<file path="src/hw/rtl/tape_pulse_train_generator_top_assert.svh">
// Assertion macros used by the top level of the tape pulse train generator RTL.
`ifndef TAPE_PULSE_TRAIN_GENERATOR_TOP_ASSERT_SVH
`define TAPE_PULSE_TRAIN_GENERATOR_TOP_ASSERT_SVH
`ifndef ASSERT_OFF
// Same-cycle implication, disabled while reset is asserted.
`define TPG_ASSERT_SAME(label, clk, rstn, ante, cons, msg) \
    label: assert property (@(posedge clk) disable iff (!rstn) (ante) |-> (cons)) \
        else $error(msg);
// Next-cycle implication, disabled while reset is asserted.
`define TPG_ASSERT_NEXT(label, clk, rstn, ante, cons, msg) \
    label: assert property (@(posedge clk) disable iff (!rstn) (ante) |=> (cons)) \
        else $error(msg);
`else
`define TPG_ASSERT_SAME(label, clk, rstn, ante, cons, msg)
`define TPG_ASSERT_NEXT(label, clk, rstn, ante, cons, msg)
`endif
`endif

</file>
<file path="src/hw/rtl/tpg_pkg.sv">
// Types and constants of the tape pulse train generator.
`default_nettype none
package tpg_pkg;

    localparam int CFG_DATA_W  = 16;
    localparam int CFG_INDEX_W = 3;

    // Register indexes of the configuration port.
    localparam logic [CFG_INDEX_W-1:0] REG_PILOT_RELOAD    = 3'd0;
    localparam logic [CFG_INDEX_W-1:0] REG_SYNC_ONE_RELOAD = 3'd1;
    localparam logic [CFG_INDEX_W-1:0] REG_SYNC_TWO_RELOAD = 3'd2;
    localparam logic [CFG_INDEX_W-1:0] REG_ZERO_BIT_RELOAD = 3'd3;
    localparam logic [CFG_INDEX_W-1:0] REG_ONE_BIT_RELOAD  = 3'd4;
    localparam logic [CFG_INDEX_W-1:0] REG_PILOT_COUNT     = 3'd5;

    // Item kinds; the fourth code is ignored.
    localparam logic [1:0] KIND_START  = 2'd0;
    localparam logic [1:0] KIND_EXPIRY = 2'd1;
    localparam logic [1:0] KIND_HALT   = 2'd2;

    localparam logic [4:0] HALF_BITS_PER_BYTE = 5'd16;

    typedef enum logic [2:0] {
        PH_PILOT = 3'd0,
        PH_SYNC1 = 3'd1,
        PH_SYNC2 = 3'd2,
        PH_DATA  = 3'd3,
        PH_STOP  = 3'd4,
        PH_HALT  = 3'd5
    } phase_t;

    typedef struct packed {
        logic [7:0]  pilot_reload;
        logic [7:0]  sync_one_reload;
        logic [7:0]  sync_two_reload;
        logic [7:0]  zero_bit_reload;
        logic [7:0]  one_bit_reload;
        logic [15:0] pilot_count;
    } cfg_t;

    typedef struct packed {
        logic [1:0]  kind;
        logic [15:0] block_length;
        logic [7:0]  next_byte;
    } item_t;

    typedef struct packed {
        logic        tape_level;
        logic [7:0]  reload_value;
        logic        byte_taken;
        logic        block_done;
        logic        running;
    } result_t;

endpackage
`default_nettype wire

</file>
<file path="src/hw/rtl/tpg_cfg_regs.sv">
// Configuration register file of the tape pulse train generator.
`default_nettype none
module tpg_cfg_regs
    import tpg_pkg::*;
(
    input  wire logic                   aclk,
    input  wire logic                   aresetn,
    input  wire logic                   cfg_wr_en,
    input  wire logic [CFG_INDEX_W-1:0] cfg_index,
    input  wire logic [CFG_DATA_W-1:0]  cfg_wdata,
    output cfg_t                        cfg
);

    cfg_t cfg_reg;
    cfg_t cfg_next;

    always_comb begin
        cfg_next = cfg_reg;
        if (cfg_wr_en) begin
            unique case (cfg_index)
                REG_PILOT_RELOAD:    cfg_next.pilot_reload    = cfg_wdata[7:0];
                REG_SYNC_ONE_RELOAD: cfg_next.sync_one_reload = cfg_wdata[7:0];
                REG_SYNC_TWO_RELOAD: cfg_next.sync_two_reload = cfg_wdata[7:0];
                REG_ZERO_BIT_RELOAD: cfg_next.zero_bit_reload = cfg_wdata[7:0];
                REG_ONE_BIT_RELOAD:  cfg_next.one_bit_reload  = cfg_wdata[7:0];
                REG_PILOT_COUNT:     cfg_next.pilot_count     = cfg_wdata;
                default:             cfg_next = cfg_reg;
            endcase
        end
    end

    always_ff @(posedge aclk) begin
        if (!aresetn) begin
            cfg_reg.pilot_reload    <= 8'd100;
            cfg_reg.sync_one_reload <= 8'd208;
            cfg_reg.sync_two_reload <= 8'd203;
            cfg_reg.zero_bit_reload <= 8'd194;
            cfg_reg.one_bit_reload  <= 8'd133;
            cfg_reg.pilot_count     <= 16'd3225;
        end else begin
            cfg_reg <= cfg_next;
        end
    end

    assign cfg = cfg_reg;

endmodule
`default_nettype wire

</file>
<file path="src/hw/rtl/tpg_step.sv">
// Phase state machine and next-result logic of the tape pulse train generator.
`default_nettype none
module tpg_step
    import tpg_pkg::*;
(
    input  wire logic  aclk,
    input  wire logic  aresetn,
    input  wire logic  step_en,
    input  wire item_t item,
    input  wire cfg_t  cfg,
    output result_t    res
);

    phase_t      phase_reg, phase_next;
    logic        level_reg, level_next;
    logic        pin_reg, pin_next;
    logic [15:0] pilot_left_reg, pilot_left_next;
    logic [15:0] block_bytes_reg, block_bytes_next;
    logic [15:0] bytes_sent_reg, bytes_sent_next;
    logic [7:0]  shift_reg, shift_next;
    logic [4:0]  hbi_reg, hbi_next;

    logic [7:0]  reload;
    logic        taken;
    logic        done;
    logic        go;
    logic [7:0]  shift_eff;
    logic [4:0]  hbi_eff;

    always_comb begin
        phase_next       = phase_reg;
        level_next       = level_reg;
        pin_next         = pin_reg;
        pilot_left_next  = pilot_left_reg;
        block_bytes_next = block_bytes_reg;
        bytes_sent_next  = bytes_sent_reg;
        shift_next       = shift_reg;
        hbi_next         = hbi_reg;
        reload           = 8'd0;
        taken            = 1'b0;
        done             = 1'b0;
        go               = 1'b1;
        shift_eff        = shift_reg;
        hbi_eff          = hbi_reg;

        if (item.kind == KIND_START) begin
            block_bytes_next = item.block_length;
            pilot_left_next  = cfg.pilot_count;
            phase_next       = PH_PILOT;
        end else if (item.kind == KIND_HALT) begin
            phase_next = PH_HALT;
            level_next = 1'b0;
            pin_next   = 1'b0;
        end else if (item.kind == KIND_EXPIRY) begin
            unique case (phase_reg)
                PH_PILOT: begin
                    pin_next   = level_reg;
                    level_next = ~level_reg;
                    reload     = cfg.pilot_reload;
                    if (pilot_left_reg != 16'd0) begin
                        pilot_left_next = pilot_left_reg - 16'd1;
                    end else begin
                        phase_next = PH_SYNC1;
                    end
                end
                PH_SYNC1: begin
                    pin_next   = level_reg;
                    level_next = ~level_reg;
                    reload     = cfg.sync_one_reload;
                    phase_next = PH_SYNC2;
                end
                PH_SYNC2: begin
                    pin_next        = level_reg;
                    level_next      = ~level_reg;
                    reload          = cfg.sync_two_reload;
                    phase_next      = PH_DATA;
                    hbi_next        = HALF_BITS_PER_BYTE;
                    shift_next      = 8'd0;
                    bytes_sent_next = 16'd0;
                end
                PH_DATA: begin
                    pin_next   = level_reg;
                    level_next = ~level_reg;
                    if (hbi_reg >= HALF_BITS_PER_BYTE) begin
                        if (bytes_sent_reg >= block_bytes_reg) begin
                            phase_next = PH_STOP;
                            done       = 1'b1;
                            go         = 1'b0;
                        end else begin
                            hbi_eff         = 5'd0;
                            shift_eff       = item.next_byte;
                            bytes_sent_next = bytes_sent_reg + 16'd1;
                            taken           = 1'b1;
                        end
                    end
                    if (go) begin
                        reload     = shift_eff[7] ? cfg.one_bit_reload : cfg.zero_bit_reload;
                        shift_next = hbi_eff[0] ? {shift_eff[6:0], 1'b0} : shift_eff;
                        hbi_next   = hbi_eff + 5'd1;
                    end
                end
                default: begin
                    pin_next = 1'b0;
                end
            endcase
        end
    end

    always_ff @(posedge aclk) begin
        if (!aresetn) begin
            phase_reg       <= PH_STOP;
            level_reg       <= 1'b0;
            pin_reg         <= 1'b0;
            pilot_left_reg  <= 16'd0;
            block_bytes_reg <= 16'd0;
            bytes_sent_reg  <= 16'd0;
            shift_reg       <= 8'd0;
            hbi_reg         <= 5'd0;
        end else if (step_en) begin
            phase_reg       <= phase_next;
            level_reg       <= level_next;
            pin_reg         <= pin_next;
            pilot_left_reg  <= pilot_left_next;
            block_bytes_reg <= block_bytes_next;
            bytes_sent_reg  <= bytes_sent_next;
            shift_reg       <= shift_next;
            hbi_reg         <= hbi_next;
        end
    end

    assign res.tape_level   = pin_next;
    assign res.reload_value = reload;
    assign res.byte_taken   = taken;
    assign res.block_done   = done;
    assign res.running      = (phase_next < PH_STOP);

endmodule
`default_nettype wire

</file>
<file path="src/hw/rtl/tape_pulse_train_generator_top.sv">
// Top level of the tape pulse train generator: input register, step logic, result register.
`default_nettype none
// The block turns a stream of events into the half-pulse train of one cassette
// block: a start transfer arms the pilot tone, each timer-expiry transfer returns
// the tape level to drive and the reload value for the next half-pulse, and a
// halt transfer stops playback with the level low. Every input transfer gives
// exactly one result transfer. An accepted item waits in the input register until
// the result register is free or being emptied, is then stepped through the phase
// state machine and lands in the result register, from which it is offered. One
// item is accepted per clock cycle for as long as results are taken; the phase
// state is updated at the same edge at which its result is registered, so
// back-to-back items need no gap.
// The result register frees the input side: a new item is taken while the last
// result still waits, and the input is held back only when both the input and the
// result registers are full and m_ready is low. The configuration registers are
// written through cfg_wr_en, cfg_index and cfg_wdata, by the user only while no item
// is in flight; the block does not check. Indexes beyond the pilot count are ignored.
module tape_pulse_train_generator_top
    import tpg_pkg::*;
(
    input  wire logic                   aclk,
    input  wire logic                   aresetn,

    input  wire logic                   cfg_wr_en,
    input  wire logic [CFG_INDEX_W-1:0] cfg_index,
    input  wire logic [CFG_DATA_W-1:0]  cfg_wdata,

    input  wire logic                   s_valid,
    output logic                        s_ready,
    input  wire logic [1:0]             s_kind,
    input  wire logic [15:0]            s_block_length,
    input  wire logic [7:0]             s_next_byte,

    output logic                        m_valid,
    input  wire logic                   m_ready,
    output logic                        m_tape_level,
    output logic [7:0]                  m_reload_value,
    output logic                        m_byte_taken,
    output logic                        m_block_done,
    output logic                        m_running
);

`include "tape_pulse_train_generator_top_assert.svh"

    cfg_t    cfg;
    result_t step_res;

    logic    in_valid_reg, in_valid_next;
    item_t   in_item_reg, in_item_next;
    logic    out_valid_reg, out_valid_next;
    result_t out_res_reg, out_res_next;

    logic    s_xfer;
    logic    fire;

    // An item is stepped when the result register is empty or being emptied.
    assign fire    = in_valid_reg && (!out_valid_reg || m_ready);
    assign s_ready = !in_valid_reg || fire;
    assign s_xfer  = s_valid && s_ready;

    tpg_cfg_regs u_cfg (
        .aclk      (aclk),
        .aresetn   (aresetn),
        .cfg_wr_en (cfg_wr_en),
        .cfg_index (cfg_index),
        .cfg_wdata (cfg_wdata),
        .cfg       (cfg)
    );

    tpg_step u_step (
        .aclk    (aclk),
        .aresetn (aresetn),
        .step_en (fire),
        .item    (in_item_reg),
        .cfg     (cfg),
        .res     (step_res)
    );

    always_comb begin
        in_item_next = in_item_reg;
        if (s_xfer) begin
            in_valid_next             = 1'b1;
            in_item_next.kind         = s_kind;
            in_item_next.block_length = s_block_length;
            in_item_next.next_byte    = s_next_byte;
        end else if (fire) begin
            in_valid_next = 1'b0;
        end else begin
            in_valid_next = in_valid_reg;
        end
    end

    always_comb begin
        out_res_next = out_res_reg;
        if (fire) begin
            out_valid_next = 1'b1;
            out_res_next   = step_res;
        end else if (m_ready) begin
            out_valid_next = 1'b0;
        end else begin
            out_valid_next = out_valid_reg;
        end
    end

    always_ff @(posedge aclk) begin
        if (!aresetn) begin
            in_valid_reg  <= 1'b0;
            out_valid_reg <= 1'b0;
        end else begin
            in_valid_reg  <= in_valid_next;
            out_valid_reg <= out_valid_next;
        end
    end

    // Payload registers carry no reset.
    always_ff @(posedge aclk) begin
        in_item_reg <= in_item_next;
        out_res_reg <= out_res_next;
    end

    assign m_valid        = out_valid_reg;
    assign m_tape_level   = out_res_reg.tape_level;
    assign m_reload_value = out_res_reg.reload_value;
    assign m_byte_taken   = out_res_reg.byte_taken;
    assign m_block_done   = out_res_reg.block_done;
    assign m_running      = out_res_reg.running;

    // The end of a block leaves the generator stopped with no reload pending.
    `TPG_ASSERT_SAME(a_done_stops, aclk, aresetn, m_valid && m_block_done, !m_running && (m_reload_value == 8'd0), "block end while still running")
    // A byte is only consumed by the data phase, which then keeps running.
    `TPG_ASSERT_SAME(a_taken_running, aclk, aresetn, m_valid && m_byte_taken, m_running && !m_block_done, "byte consumed outside data phase")
    // A stopped or halted generator never asks for another half-pulse.
    `TPG_ASSERT_SAME(a_idle_no_reload, aclk, aresetn, m_valid && !m_running, m_reload_value == 8'd0, "reload given while stopped")
    // An item waiting in the input register is not dropped when stepping stalls.
    `TPG_ASSERT_NEXT(a_item_held, aclk, aresetn, in_valid_reg && !fire, in_valid_reg, "stalled item lost")
    // Every stepped item produces an offered result in the next cycle.
    `TPG_ASSERT_NEXT(a_fire_result, aclk, aresetn, fire, out_valid_reg, "stepped item gave no result")

endmodule
`default_nettype wire

</file>
<file path="config.mk">
export PLATFORM = sky130hd
export DESIGN_NAME = tape_pulse_train_generator_top
export DESIGN_NICKNAME = d
export VERILOG_FILES = /design/src/hw/rtl/tpg_pkg.sv /design/src/hw/rtl/tpg_cfg_regs.sv /design/src/hw/rtl/tpg_step.sv /design/src/hw/rtl/tape_pulse_train_generator_top.sv
export VERILOG_INCLUDE_DIRS = /design/src /design/src/hw/rtl
export SDC_FILE = /design/constraint.sdc
export NUM_CORES = 1
export LEC_CHECK = 0
export ABC_AREA = 1
export BUFFER_PORTS_ARGS = -buffer_cell sky130_fd_sc_hd__buf_2
export CORE_MARGIN = 10
export CORE_UTILIZATION = 41
export DETAILED_ROUTE_END_ITERATION = 6
export PLACE_DENSITY = 0.59
export SETUP_SLACK_MARGIN = 0.5
export SLEW_MARGIN = 15
export SYNTH_ARGS = -nofsm -noshare
export SYNTH_HDL_FRONTEND = slang
export SYNTH_SLANG_ARGS = --single-unit
</file>
<file path="constraint.sdc">
create_clock -name aclk -period 5.8 [get_ports aclk]
set_input_delay 1.16 -clock aclk [delete_from_list [all_inputs] [get_ports aclk]]
set_output_delay 1.16 -clock aclk [all_outputs]
set_load 0.02 [all_outputs]
</file>
==> qor.csv <==
stage,metric,value,unit
status,status,"finished, final reports clean",
critical_path,CP Capture Type,flip-flop,
global_routing,GRT Util Overall,16.02,%
floorplan,CORE AREA,18210,um2
synth,post-synthesis net count,1069,
global_routing,initial antenna violation count,0,
sta,period utilization,53.18,%
sta,RSZ-0062 raised after global routing,false,
synth,Synth Flop Type,dfxtp_1,
synth,Yosys warning count,0,
sta,Final min period,3.085,ns
synth,Post-Synth Simple-Gate Area,25.45,%
detailed_routing,Via-to-Cell Ratio,5.105,
synth,number of flops mapped to enable cells by yosys,38,
detailed_routing,Post-route DRC,0,
sta,Final Max Slew Viols,0,
sta,Clock Skew,0.01082,ns
clocking,TritonCTS Sinks,162,
detailed_routing,DR pass1 iterations,5,
critical_path,CP Launch Type,input port,
synth,Synth Register Bits,162,
clocking,clk_lat worst skew,0.43,ns
place,dpl hpwl,12930,um
layout,share of layout cells above drive strength 1,11.42,%
synth,top post-synthesis cells by area,"dfxtp_1 32%, edfxtp_1 15%, nand2_1 9.4%",
synth,"FFs w/ async S/R, synth",0,%
job,Max Cap Viol,0,
detailed_routing,post-route ant nets,0,
place,IO buf count,63,
global_routing,Overflow after GRT,0,
layout,Final Net Count,1120,
min_path,HP Start,u_cfg.cfg[16],
clocking,CTS Root Buffer Type,clkbuf_16,
synth,Synth area leader,dfxtp_1,
detailed_routing,drt first-iter violations,414,
power,Peak VDD IR,0.1966,mV
clocking,clock tree from TritonCTS,built,
power,pwr/cell area,295.4,nW/um2
global_routing,vias in the first global route,6314,
sta,fmax,324.2,MHz
synth,Yosys top cell area share,32.34,%
clocking,Post-CTS Hold Buffers,0,
critical_path,CP arrival,3.36,ns
critical_path,RR Startpoint,u_step.bytes_sent_reg[11],
critical_path,worst setup path start,m_ready,
floorplan,Die W,156.8,um
synth,cell count after synthesis,996,
synth,XOR/XNOR Fraction of Synth Area,1.598,%
sta,TNS Setup,0,ns
detailed_routing,WL/cell,14.83,um
min_path,min-delay worst type,reg2reg,
synth,synthesized cell area,7675,um2
detailed_routing,total number of vias,6580,
critical_path,"Worst Path Class, Setup",in2reg,
layout,ANT cells,0,
synth,syn avg cell area,7.706,um2
floorplan,Die ar.,24590,um2
global_routing,first-pass GRT wire length,31910,um
floorplan,row count,49,
clocking,H-tree lvl count,4,
synth,post-synthesis mux area share,0,%
power,static leakage,3.636,nW
clocking,cts bufs inserted,17,
sta,Final Hold Violating Endpoints,0,
clocking,Post-CTS Setup Bufs,0,
critical_path,worst path required time,6.07,ns
global_routing,pin count of the biggest net entering global routing,83,
clocking,clk slew on worst S/H paths,0.06,ns
critical_path,CP max FO,31,
floorplan,# IOs,64,
detailed_routing,Post-Route WL,19120,um
synth,register area share after synthesis,47.21,%
synth,Post-Synth Adder-Cell Area,3.750,%
layout,synthesis-to-layout area growth,13.45,%
clocking,Post-CTS Resized,0,
layout,max FFs per register,56,
sta,Slew HR,27.46,%
floorplan,Die H,156.8,um
sta,Worst Tran Pin Value,1.087,ns
synth,largest family of logic cells by synthesized area,simple AND/OR/NAND/NOR gates,
floorplan,Initial Util,42.15,%
layout,final core utilization,47.82,%
place,gpl congestion,0.8288,
sta,Final Setup Violations,0,
synth,count of different cell masters after synthesis,42,
synth,Synth Area in Compound Gates,14.25,%
clocking,Clock Tree Buf Depth,2,
-- cells by family (layout without fill, tap and decap cells) --
| logic type | count (synthesis) | after routing |
|---|---|---|
| compound gates | 205 | 205 |
| xor+xnor | 14 | 14 |
| simple gates | 449 | 449 |
| fa+ha+maj | 23 | 23 |
| buf+inv | 143 | 207 |
| flops | 162 | 162 |
-- cells in the mapped netlist, types with 4 or more instances --
master    count
a21oi_1      92
a221oi_1      7
buf_2         4
buf_6         6
clkbuf_1     21
clkinv_1      4
dfxtp_1     124
edfxtp_1     38
ha_1         23
inv_1        97
inv_2         8
nand2_1     193
nand2_2       6
nand3_1      68
nand3b_1      8
nand4_1      17
nor2_1      134
nor3_1       10
o211ai_1      4
o21ai_0      89
xor2_1       12
-- worst paths after layout --
check                                                   to  slack [ns]  cells past startpoint
worst max register to register    u_step.bytes_sent_reg[2]        2.80                     13
worst min register to register               u_cfg.cfg[16]        0.45                      2
worst min-delay path                         u_cfg.cfg[16]        0.45                      2
worst max-delay path            u_step.block_bytes_reg[13]        2.72                      8
-- report_power, final --
group	internal, mW	switching [mW]
clock	0.676	0.468
sequential	1.19	0.0179
combinational	0.0692	0.146
total	1.94	0.632
-- area by class of cell --
cell class | count | area [um2]
Tap cell | 229 | 286.5
Inverter | 109 | 409.1
Timing Repair Buffer | 66 | 337.8
Multi-Input combinational cell | 691 | 3457
Sequential cell | 162 | 3623
Fill cell | 1775 | 9502
Clock inverter | 13 | 160.2
Clock buffer | 19 | 432.9
-- routing by layer --
layer / vias up / part of all wire [%] / GRT usage [%] / routed length [um]
met5: - / 0 / 0 / 0
met4: 0 / 1.5 / 5.213 / 294
met3: 22 / 3.8 / 3.070 / 717
met2: 121 / 46 / 25.77 / 8753
met1: 3036 / 49 / 21.15 / 9350
li1: 3401 / - / - / -
-- stage by stage --
stage               power, mW  worst slack, ns  hold slack (ns)  instances  area [um2]
detailed placement      1.454            2.230           0.4344       1257        8114
finish                  2.572            2.715           0.4524       1289        8707
floorplan               1.385            3.227           0.4200        996        7675
global placement        1.451            2.347           0.4301       1257        8114
CTS                     2.592            2.678           0.4499       1289        8707
global route            2.679            2.278           0.4668       1289        8707
-- placed cells by master (no fill, tap or decap), types with 3 or more instances in the layout --
cell	netlist	routed
a21oi_1	92	92
a221oi_1	7	7
buf_2	4	63
buf_4	2	3
bufinv_16	0	3
clkbuf_16	0	17
clkinv_1	4	5
clkinvlp_4	0	4
dfxtp_1	124	124
edfxtp_1	38	38
ha_1	23	23
inv_1	97	97
inv_2	8	8
nand2_1	193	193
nand2_2	6	6
nand3_1	68	68
nand3b_1	8	8
nand4_1	17	17
nor2_1	134	134
nor3_1	10	10
o211ai_1	4	4
o21ai_0	89	89
xor2_1	12	12
-- worst max-delay path, cell delays in order --
cell,delay (ns)
buf_2,0.07
inv_1,0.04
nand2_1,0.07
nand2_1,0.21
inv_1,0.59
nand2_1,0.76
o21ai_0,0.38
a21oi_1,0.07
Power figures use the tool's default switching activity.
